===== src/hw/rtl/chtab_pkg.sv =====
// shared types and codes for the channel hit table
// used by chtab_front, chtab_queue, chtab_back and top_channel_hit_table

package chtab_pkg;

  // item kind codes on the input channel
  localparam logic [1:0] KIND_RECORD = 2'd0;
  localparam logic [1:0] KIND_READ   = 2'd1;
  localparam logic [1:0] KIND_CLEAR  = 2'd2;

  // queue between front and back
  localparam int QDEPTH = 2;

  // classified operation handed from front to back
  typedef enum logic [2:0] {
    OP_RECORD = 3'd0,
    OP_SKIP   = 3'd1,
    OP_READ   = 3'd2,
    OP_CLEAR  = 3'd3,
    OP_NOP    = 3'd4
  } op_t;

  typedef struct packed {
    op_t         op;
    logic [11:0] mhz;
    logic [15:0] packets;
    logic [6:0]  rssi;
    logic [1:0]  rate;
    logic [3:0]  idx;
  } cmd_t;

  // one table slot
  typedef struct packed {
    logic [11:0] mhz;
    logic [15:0] packets;
    logic [6:0]  rssi;
    logic [1:0]  rate;
  } entry_t;

endpackage


===== src/hw/rtl/chtab_front.sv =====
// front end: accepts input items and classifies them into commands
// depends on chtab_pkg

module chtab_front (
  input  logic              in_valid,
  output logic              in_ready,
  input  logic [1:0]        in_kind,
  input  logic [11:0]       in_channel_mhz,
  input  logic [15:0]       in_packet_count,
  input  logic [6:0]        in_signal_rssi,
  input  logic [1:0]        in_data_rate,
  input  logic [3:0]        in_entry_index,
  output logic              push_valid,
  input  logic              push_ready,
  output chtab_pkg::cmd_t   push_cmd
);
  import chtab_pkg::*;

  op_t op;

  // a record with no packets touches nothing; kind three does nothing
  always_comb begin
    unique case (in_kind)
      KIND_RECORD: op = (in_packet_count != 16'd0) ? OP_RECORD : OP_SKIP;
      KIND_READ:   op = OP_READ;
      KIND_CLEAR:  op = OP_CLEAR;
      default:     op = OP_NOP;
    endcase
  end

  // an item is taken whenever the queue has room
  assign in_ready   = push_ready;
  assign push_valid = in_valid;

  assign push_cmd = '{op: op, mhz: in_channel_mhz, packets: in_packet_count,
                      rssi: in_signal_rssi, rate: in_data_rate, idx: in_entry_index};

endmodule


===== src/hw/rtl/chtab_queue.sv =====
// short command queue between front and back
// depends on chtab_pkg

module chtab_queue (
  input  logic              clk,
  input  logic              rst_n,
  input  logic              push_valid,
  output logic              push_ready,
  input  chtab_pkg::cmd_t   push_cmd,
  output logic              pop_valid,
  input  logic              pop,
  output chtab_pkg::cmd_t   pop_cmd
);
  import chtab_pkg::*;

  localparam int PTR_W = (QDEPTH > 1) ? $clog2(QDEPTH) : 1;
  localparam int CNT_W = $clog2(QDEPTH + 1);

  cmd_t             slot_r [QDEPTH];
  logic [PTR_W-1:0] wr_ptr_r, wr_ptr_nxt;
  logic [PTR_W-1:0] rd_ptr_r, rd_ptr_nxt;
  logic [CNT_W-1:0] cnt_r, cnt_nxt;
  logic             do_push;
  logic             do_pop;

  assign push_ready = (cnt_r != CNT_W'(QDEPTH));
  assign pop_valid  = (cnt_r != '0);
  assign pop_cmd    = slot_r[rd_ptr_r];
  assign do_push    = push_valid && push_ready;
  assign do_pop     = pop && pop_valid;

  // pointer and fill count update
  always_comb begin
    wr_ptr_nxt = wr_ptr_r;
    rd_ptr_nxt = rd_ptr_r;
    cnt_nxt    = cnt_r;
    if (do_push) begin
      wr_ptr_nxt = (wr_ptr_r == PTR_W'(QDEPTH - 1)) ? '0 : wr_ptr_r + 1'b1;
    end
    if (do_pop) begin
      rd_ptr_nxt = (rd_ptr_r == PTR_W'(QDEPTH - 1)) ? '0 : rd_ptr_r + 1'b1;
    end
    if (do_push && !do_pop) begin
      cnt_nxt = cnt_r + 1'b1;
    end else if (do_pop && !do_push) begin
      cnt_nxt = cnt_r - 1'b1;
    end
  end

  always_ff @(posedge clk) begin
    if (!rst_n) begin
      wr_ptr_r <= '0;
      rd_ptr_r <= '0;
      cnt_r    <= '0;
    end else begin
      wr_ptr_r <= wr_ptr_nxt;
      rd_ptr_r <= rd_ptr_nxt;
      cnt_r    <= cnt_nxt;
    end
  end

  // storage
  always_ff @(posedge clk) begin
    if (do_push) begin
      slot_r[wr_ptr_r] <= push_cmd;
    end
  end

endmodule


===== src/hw/rtl/chtab_back.sv =====
// back end: slot memory, scan sequencer, running total and result register
// depends on chtab_pkg

module chtab_back #(
  parameter int MAX_SLOTS = 16
) (
  input  logic              clk,
  input  logic              rst_n,
  input  logic              q_valid,
  output logic              q_pop,
  input  chtab_pkg::cmd_t   q_cmd,
  output logic              out_valid,
  input  logic              out_ready,
  output logic              out_entry_valid,
  output logic [11:0]       out_mhz,
  output logic [15:0]       out_packets,
  output logic [6:0]        out_rssi,
  output logic [1:0]        out_rate,
  output logic [4:0]        out_hit_count,
  output logic [31:0]       out_hit_total
);
  import chtab_pkg::*;

  localparam int ADDR_W = (MAX_SLOTS > 1) ? $clog2(MAX_SLOTS) : 1;
  localparam int CNT_W  = $clog2(MAX_SLOTS + 1);

  typedef enum logic [3:0] {
    S_IDLE   = 4'b0001,
    S_RDWAIT = 4'b0010,
    S_MATCH  = 4'b0100,
    S_WEAK   = 4'b1000
  } state_t;

  state_t            state_r, state_nxt;
  cmd_t              cmd_r, cmd_nxt;
  logic [CNT_W-1:0]  used_r, used_nxt;
  logic [31:0]       total_r, total_nxt;
  logic [CNT_W-1:0]  ptr_r, ptr_nxt;
  logic              cmp_vld_r, cmp_vld_nxt;
  logic [ADDR_W-1:0] cmp_ptr_r, cmp_ptr_nxt;
  logic              best_vld_r, best_vld_nxt;
  logic [15:0]       best_pk_r, best_pk_nxt;
  logic [ADDR_W-1:0] best_idx_r, best_idx_nxt;

  entry_t            mem_r [MAX_SLOTS];
  entry_t            rd_q_r;
  logic [ADDR_W-1:0] rd_addr;
  logic              mem_we;
  logic [ADDR_W-1:0] mem_waddr;
  entry_t            mem_wdata;

  logic              res_load;
  logic              res_valid;
  entry_t            res_entry;

  logic              out_valid_r, out_valid_nxt;
  logic              out_ev_r;
  entry_t            out_entry_r;
  logic [4:0]        out_cnt_r;
  logic [31:0]       out_total_r;
  logic [31:0]       used_w;

  // sequencer
  always_comb begin
    logic [31:0] idx_w;
    logic [16:0] sum;
    entry_t      fresh;
    entry_t      merged;

    state_nxt    = state_r;
    cmd_nxt      = cmd_r;
    used_nxt     = used_r;
    total_nxt    = total_r;
    ptr_nxt      = ptr_r;
    cmp_vld_nxt  = 1'b0;
    cmp_ptr_nxt  = cmp_ptr_r;
    best_vld_nxt = best_vld_r;
    best_pk_nxt  = best_pk_r;
    best_idx_nxt = best_idx_r;
    rd_addr      = '0;
    mem_we       = 1'b0;
    mem_waddr    = '0;
    mem_wdata    = '0;
    res_load     = 1'b0;
    res_valid    = 1'b0;
    res_entry    = '0;
    q_pop        = 1'b0;

    idx_w  = 32'(q_cmd.idx);
    fresh  = '{mhz: cmd_r.mhz, packets: cmd_r.packets, rssi: cmd_r.rssi, rate: cmd_r.rate};
    sum    = {1'b0, rd_q_r.packets} + {1'b0, cmd_r.packets};
    merged = rd_q_r;
    merged.packets = sum[16] ? 16'hFFFF : sum[15:0];
    if (cmd_r.rssi < rd_q_r.rssi) begin
      merged.rssi = cmd_r.rssi;
    end

    unique case (state_r)
      S_IDLE: begin
        // take one command at a time, only while the result register is free
        if (q_valid && !out_valid_r) begin
          q_pop   = 1'b1;
          cmd_nxt = q_cmd;
          unique case (q_cmd.op)
            OP_RECORD: begin
              total_nxt   = total_r + 32'(q_cmd.packets);
              ptr_nxt     = '0;
              state_nxt   = S_MATCH;
            end
            OP_READ: begin
              if (idx_w < 32'(used_r) && idx_w < 32'(MAX_SLOTS)) begin
                rd_addr   = idx_w[ADDR_W-1:0];
                state_nxt = S_RDWAIT;
              end else begin
                res_load  = 1'b1;
              end
            end
            OP_CLEAR: begin
              used_nxt  = '0;
              total_nxt = '0;
              res_load  = 1'b1;
            end
            default: begin
              res_load  = 1'b1;
            end
          endcase
        end
      end

      S_RDWAIT: begin
        res_load  = 1'b1;
        res_valid = 1'b1;
        res_entry = rd_q_r;
        state_nxt = S_IDLE;
      end

      S_MATCH: begin
        // issue one read per cycle, compare the one issued the cycle before
        if (ptr_r < used_r) begin
          rd_addr     = ptr_r[ADDR_W-1:0];
          ptr_nxt     = ptr_r + 1'b1;
          cmp_vld_nxt = 1'b1;
          cmp_ptr_nxt = ptr_r[ADDR_W-1:0];
        end
        if (cmp_vld_r && rd_q_r.mhz == cmd_r.mhz) begin
          mem_we      = 1'b1;
          mem_waddr   = cmp_ptr_r;
          mem_wdata   = merged;
          res_load    = 1'b1;
          res_valid   = 1'b1;
          res_entry   = merged;
          cmp_vld_nxt = 1'b0;
          state_nxt   = S_IDLE;
        end else if (!cmp_vld_r && ptr_r >= used_r) begin
          if (32'(used_r) < 32'(MAX_SLOTS)) begin
            // room left: append
            mem_we    = 1'b1;
            mem_waddr = used_r[ADDR_W-1:0];
            mem_wdata = fresh;
            used_nxt  = used_r + 1'b1;
            res_load  = 1'b1;
            res_valid = 1'b1;
            res_entry = fresh;
            state_nxt = S_IDLE;
          end else begin
            // full: look for the first weakest slot
            ptr_nxt      = '0;
            cmp_vld_nxt  = 1'b0;
            best_vld_nxt = 1'b0;
            state_nxt    = S_WEAK;
          end
        end
      end

      S_WEAK: begin
        if (ptr_r < CNT_W'(MAX_SLOTS)) begin
          rd_addr     = ptr_r[ADDR_W-1:0];
          ptr_nxt     = ptr_r + 1'b1;
          cmp_vld_nxt = 1'b1;
          cmp_ptr_nxt = ptr_r[ADDR_W-1:0];
        end
        // strict compare keeps the first of equal minimums
        if (cmp_vld_r && (!best_vld_r || rd_q_r.packets < best_pk_r)) begin
          best_vld_nxt = 1'b1;
          best_pk_nxt  = rd_q_r.packets;
          best_idx_nxt = cmp_ptr_r;
        end
        if (!cmp_vld_r && ptr_r == CNT_W'(MAX_SLOTS)) begin
          res_load  = 1'b1;
          state_nxt = S_IDLE;
          if (cmd_r.packets > best_pk_r) begin
            mem_we    = 1'b1;
            mem_waddr = best_idx_r;
            mem_wdata = fresh;
            res_valid = 1'b1;
            res_entry = fresh;
          end
        end
      end

      default: begin
        state_nxt = S_IDLE;
      end
    endcase
  end

  always_ff @(posedge clk) begin
    if (!rst_n) begin
      state_r    <= S_IDLE;
      used_r     <= '0;
      total_r    <= '0;
      ptr_r      <= '0;
      cmp_vld_r  <= 1'b0;
      best_vld_r <= 1'b0;
    end else begin
      state_r    <= state_nxt;
      used_r     <= used_nxt;
      total_r    <= total_nxt;
      ptr_r      <= ptr_nxt;
      cmp_vld_r  <= cmp_vld_nxt;
      best_vld_r <= best_vld_nxt;
    end
  end

  always_ff @(posedge clk) begin
    cmd_r      <= cmd_nxt;
    cmp_ptr_r  <= cmp_ptr_nxt;
    best_pk_r  <= best_pk_nxt;
    best_idx_r <= best_idx_nxt;
  end

  // slot memory, one write and one registered read per cycle
  always_ff @(posedge clk) begin
    if (mem_we) begin
      mem_r[mem_waddr] <= mem_wdata;
    end
    rd_q_r <= mem_r[rd_addr];
  end

  // result register
  assign used_w = 32'(used_nxt);

  always_comb begin
    out_valid_nxt = out_valid_r;
    if (res_load) begin
      out_valid_nxt = 1'b1;
    end else if (out_ready) begin
      out_valid_nxt = 1'b0;
    end
  end

  always_ff @(posedge clk) begin
    if (!rst_n) begin
      out_valid_r <= 1'b0;
    end else begin
      out_valid_r <= out_valid_nxt;
    end
  end

  always_ff @(posedge clk) begin
    if (res_load) begin
      out_ev_r    <= res_valid;
      out_entry_r <= res_entry;
      out_cnt_r   <= used_w[4:0];
      out_total_r <= total_nxt;
    end
  end

  assign out_valid       = out_valid_r;
  assign out_entry_valid = out_ev_r;
  assign out_mhz         = out_entry_r.mhz;
  assign out_packets     = out_entry_r.packets;
  assign out_rssi        = out_entry_r.rssi;
  assign out_rate        = out_entry_r.rate;
  assign out_hit_count   = out_cnt_r;
  assign out_hit_total   = out_total_r;

endmodule


===== src/hw/rtl/top_channel_hit_table.sv =====
// top level of the channel hit table: front, command queue and back
// depends on chtab_pkg, chtab_front, chtab_queue, chtab_back

// Keeps up to MAX_SLOTS busy channels with packet counts, best RSSI and rate,
// plus a running packet total. Every input item (record, read, clear) gives
// exactly one result item. Input items go into a two-entry command queue, so
// the input side keeps accepting while the back end works and a result waits,
// until the queue is full. The back end handles one item at a time against a
// slot memory with one write and one registered read per cycle. Clear, skipped
// records, unused kinds and reads past the count load the result register
// straight from the idle state; a read of a used slot first waits for the
// registered read; a record scans the used slots one read per cycle for a
// merge or append, and when the table is full a second pass over all slots
// finds the weakest entry. The back end takes a new item in the cycle after
// the previous result has left the output register. Slot memory needs no
// clearing after reset.

module top_channel_hit_table #(
  parameter int MAX_SLOTS = 16
) (
  input  logic        clk,
  input  logic        rst_n,
  input  logic        in_valid,
  output logic        in_ready,
  input  logic [1:0]  in_kind,
  input  logic [11:0] in_channel_mhz,
  input  logic [15:0] in_packet_count,
  input  logic [6:0]  in_signal_rssi,
  input  logic [1:0]  in_data_rate,
  input  logic [3:0]  in_entry_index,
  output logic        out_valid,
  input  logic        out_ready,
  output logic        out_entry_valid,
  output logic [11:0] out_mhz,
  output logic [15:0] out_packets,
  output logic [6:0]  out_rssi,
  output logic [1:0]  out_rate,
  output logic [4:0]  out_hit_count,
  output logic [31:0] out_hit_total
);
  import chtab_pkg::*;

  logic push_valid;
  logic push_ready;
  cmd_t push_cmd;
  logic q_valid;
  logic q_pop;
  cmd_t q_cmd;

  // accept and classify
  chtab_front u_front (
    .in_valid        (in_valid),
    .in_ready        (in_ready),
    .in_kind         (in_kind),
    .in_channel_mhz  (in_channel_mhz),
    .in_packet_count (in_packet_count),
    .in_signal_rssi  (in_signal_rssi),
    .in_data_rate    (in_data_rate),
    .in_entry_index  (in_entry_index),
    .push_valid      (push_valid),
    .push_ready      (push_ready),
    .push_cmd        (push_cmd)
  );

  // command queue
  chtab_queue u_queue (
    .clk        (clk),
    .rst_n      (rst_n),
    .push_valid (push_valid),
    .push_ready (push_ready),
    .push_cmd   (push_cmd),
    .pop_valid  (q_valid),
    .pop        (q_pop),
    .pop_cmd    (q_cmd)
  );

  // table and results
  chtab_back #(
    .MAX_SLOTS (MAX_SLOTS)
  ) u_back (
    .clk             (clk),
    .rst_n           (rst_n),
    .q_valid         (q_valid),
    .q_pop           (q_pop),
    .q_cmd           (q_cmd),
    .out_valid       (out_valid),
    .out_ready       (out_ready),
    .out_entry_valid (out_entry_valid),
    .out_mhz         (out_mhz),
    .out_packets     (out_packets),
    .out_rssi        (out_rssi),
    .out_rate        (out_rate),
    .out_hit_count   (out_hit_count),
    .out_hit_total   (out_hit_total)
  );

`ifndef ASSERT_OFF
  // back end never takes a command while a result is still waiting
  a_pop_needs_free_out: assert property (@(posedge clk) disable iff (!rst_n)
    q_pop |-> !out_valid)
    else $error("command taken while result register full");

  // the result register must not stay full across a pop
  a_pop_then_result: assert property (@(posedge clk) disable iff (!rst_n)
    q_pop |=> !(out_valid && $past(out_valid)))
    else $error("result register not free after pop");

  // a valid entry implies a nonempty table that fits
  a_valid_entry_count: assert property (@(posedge clk) disable iff (!rst_n)
    out_valid && out_entry_valid && (MAX_SLOTS < 32) |->
      out_hit_count != 5'd0 && 32'(out_hit_count) <= 32'(MAX_SLOTS))
    else $error("valid entry with bad table count");
`endif

endmodule


===== config.mk =====
export PLATFORM = sky130hd
export DESIGN_NAME = top_channel_hit_table
export DESIGN_NICKNAME = d
export VERILOG_FILES = /design/src/hw/rtl/chtab_pkg.sv /design/src/hw/rtl/chtab_front.sv /design/src/hw/rtl/chtab_queue.sv /design/src/hw/rtl/chtab_back.sv /design/src/hw/rtl/top_channel_hit_table.sv
export SDC_FILE = /design/constraint.sdc
export NUM_CORES = 1
export LEC_CHECK = 0
export BUFFER_PORTS_ARGS = -buffer_cell sky130_fd_sc_hd__buf_2
export CAP_MARGIN = 20
export CORE_MARGIN = 2
export CORE_UTILIZATION = 40
export CTS_CLUSTER_SIZE = 40
export DETAILED_ROUTE_END_ITERATION = 10
export GPL_TIMING_DRIVEN = 0
export PLACE_DENSITY = 0.52
export SLEW_MARGIN = 5
export SYNTH_ARGS = -nofsm -noshare
export SYNTH_HDL_FRONTEND = slang
export SYNTH_SLANG_ARGS = --single-unit

===== constraint.sdc =====
create_clock -name clk -period 14.7 [get_ports clk]
set_input_delay 2.205 -clock clk [delete_from_list [all_inputs] [get_ports clk]]
set_output_delay 2.205 -clock clk [all_outputs]
set_load 0.03 [all_outputs]

==> summary.txt <==
Yosys
  – EDFF count, synth: 816
  – Unique cell type count in the Yosys netlist: 88
  – Register area share after synthesis: 0.705
  – Syn avg cell area: 13.2 sq um
  – Synth Cell Area: 37,300 sq um
  – Largest cells by area after synthesis: edfxtp_1, nand2_1, dfxtp_1
  – Area leader, netlist: edfxtp_1
  – Post-Synthesis Cells: 2,831
  – Main flop type after synthesis: edfxtp_1
  – Async SR Flop Fraction: 0
  – Synth warn: 0
  – Cell with the most instances after synthesis: edfxtp_1
  – Top post-synthesis cells by count: edfxtp_1, nand2_1, nand3_1, a21oi_1, dfxtp_1
  – Number of synthesized register bits: 907
  – Synth top area share: 0.656
  – Syn Nets: 2,965

Placement
  – HPWL Detailed: 74.6 mm
  – GPL Wtd Cong: 0.827
  – Port bufs: 123
  – Placed cell area: 40,200 sq um

CTS
  – # hold bufs at CTS: 0
  – # H-tree levels: 3
  – Clk_lat worst skew: 670 ps
  – Root Buffer: clkbuf_16
  – CTS tree: yes
  – Clk slew on worst S/H paths: 60 ps
  – Num CTS Buffers: 95
  – Postcts setup bufs: 0
  – Sink Count: 907
  – Resized cells post-CTS: 0
  – Clock Tree Buf Depth: 3

Global routing
  – Pin count of the biggest net entering global routing: 44
  – Antenna violations before repair: 3
  – Global Route Usage Sum: 0.222
  – Gr ovfl total: 0
  – Vias in the first global route: 24,200
  – First-pass GRT wire length: 156 mm

Worst setup path
  – Req. time, crit path: 15,090 ps
  – Crit-path cells: buf_2, buf_1, clkbuf_1, mux2_2, ha_1, o21ai_0, o21ai_1, a21oi_1, o31a_1, o221ai_1, nand3_1, and3_1, or3_1
  – Path depth of the worst reg2reg path: 13
  – Arrival time worst endpoint: 5620 ps
  – Reg2reg end: u_back.out_hit_total[17]
  – CP max stage cell: o221ai_1
  – Crit-path leading delay family: compound AO/OA/AOI/OAI gates
  – Reg2Reg Setup Slack: 9470 ps
  – Crit path capture type: register
  – Buf/Inv on CP: 3
  – Worst setup SP type: register
  – Crit Path Max Fanout: 10
  – Largest stage delay, worst path: 720 ps
  – Worst Path Class, Setup: register to register

Detailed routing
  – Vias post-DR: 24,200
  – Final antenna-violating net count: 0
  – Residual DRC: 0
  – 1st-iter DRT viols: 2,214
  – Routed length per instance: 24.0 microns
  – Drt first pass iters: 6
  – DR vias/cell: 5.48
  – Final wirelength: 106 mm

Die
  – Rows: 112
  – Die Ht: 310 microns
  – Starting Density: 0.402
  – Top Ports: 124
  – Core Region: 92,900 sq um
  – Die W: 310 microns
  – Die ar.: 95,800 sq um

Timing
  – Setup Viol. Count Final: 0
  – Final Critical Period: 5230 ps
  – RSZ-0062 raised after global routing: no
  – Setup_tns: 0 ps
  – Worst slew pin tran: 1100 ps
  – Achievable frequency: 0.191 GHz
  – Max-slew headroom: 0.262
  – Final Cycle Share: 0.356
  – Fin. Hold Viols: 0
  – Final Skew: 29.3 ps
  – Final count of pins violating max slew: 0

Finish
  – P&R area growth vs syn: 16.7%
  – Final #Nets: 3,218
  – Share of cells above drive strength 1: 0.144
  – Ant. Diodes: 0
  – Post-route cell area: 43,600 sq um

Pwr
  – Final Power: 7.03 mW
  – Leakage power: 15.9 nW
  – Power Density: 161 nW/um^2
  – Max VDD drop: 0.000124 V

Min path
  – HP Class: register to register
  – Hold Path End: u_back.best_idx_r[2]
  – Hold_sp: u_back.cmp_ptr_r[2]
  – Hold path depth: 0

Status
  – Status: finished, final reports clean

Run
  – MaxCap Viol Count: 0
layout make-up:
| type | instances | area, sq um |
|---|---|---|
| Sequential cell | 907 | 26300 |
| Inverter | 44 | 166 |
| Clock inverter | 60 | 719 |
| Buffer | 146 | 628 |
| Multi-Input combinational cell | 1734 | 10400 |
| Tap cell | 1254 | 1570 |
| Timing Repair Buffer | 156 | 1120 |
| Fill cell | 8223 | 49300 |
| Clock buffer | 120 | 2650 |
state kept, by name, indices dropped and copies added (netlist names), 5 cells and up, named ones only:
name	cells
u_back.cmd_r	37
u_back.total_r	32
u_back.best_pk_r	16
u_back.ptr_r	5
u_back.rd_q_r	37
u_back.out_packets	16
u_back.out_rssi	7
u_back.out_mhz	12
u_back.out_hit_count	5
u_back.used_r	5
u_back.out_hit_total	32
u_back.mem_r	592
u_queue.slot_r	88
worst max-delay path by stage:
stage | end | slack, ps | depth (start not counted)
global route | u_back.out_hit_total[16] | 9070 | 15
floorplan | u_back.out_entry_valid | 3610 | 7
finish | u_back.out_hit_total[17] | 9470 | 13
CTS | u_back.out_hit_total[17] | 9380 | 13
detailed placement | u_back.out_hit_total[18] | 9440 | 14
global placement | u_back.out_packets[4] | -4500 | 7
logic make-up (layout without fill, tap and decap cells):
logic type,count (synthesis),count (layout),share of synthesized area
simple gates,1071,1071,0.127
compound gates,486,486,0.0929
xor+xnor,38,38,0.00891
buf+inv,190,526,0.0212
flops,907,907,0.705
mux,52,52,0.0153
fa+ha+maj,87,87,0.0295
cell usage in the layout (no fill, tap or decap), drive strengths merged, types with 5 or more instances in the layout:
master / instances
ha: 85
nor4b: 8
clkinvlp: 5
xor2: 10
o21bai: 8
and3: 9
xnor2: 28
nand3: 239
dfxtp: 91
a31oi: 43
buf: 226
a22oi: 35
edfxtp: 816
o211ai: 8
a221o: 11
a22o: 45
o31ai: 8
nor3: 12
clkbuf: 196
or3: 8
and2: 45
nor2: 52
mux2i: 11
inv: 45
mux2: 41
nand4: 20
o21ai: 41
clkinv: 40
a21o: 57
and4: 5
nand2: 636
bufinv: 14
a32oi: 66
a21oi: 118
nand2b: 15
a211oi: 8
per-stage QoR:
stage               hold slack (ps)   util  instances  worst slack, ps
global placement                437  0.425       4208            -4500
global route                    468  0.469       4421             9070
floorplan                       427      -       2831             3610
finish                          454  0.469       4421             9470
CTS                             456  0.469       4420             9380
detailed placement              441  0.433       4240             9440
where the power goes:
group	switching [mW]	internal [mW]	total (mW)
registers	0.136	3.12	3.25
clock network	1.02	1.53	2.55
logic	0.836	0.389	1.23
per-layer routing:
layer  GRT usage  vias to the layer above  wire length, microns  part of all wire
met3      0.0344                      133                  6780             0.064
li1            -                    11100                     -                 -
met5           0                        -                     0                 0
met4      0.0632                        0                  2380             0.022
met1       0.306                    12100                 46700              0.44
met2       0.365                      824                 50400              0.47
Note: power is estimated with default switching activity, not from simulation.
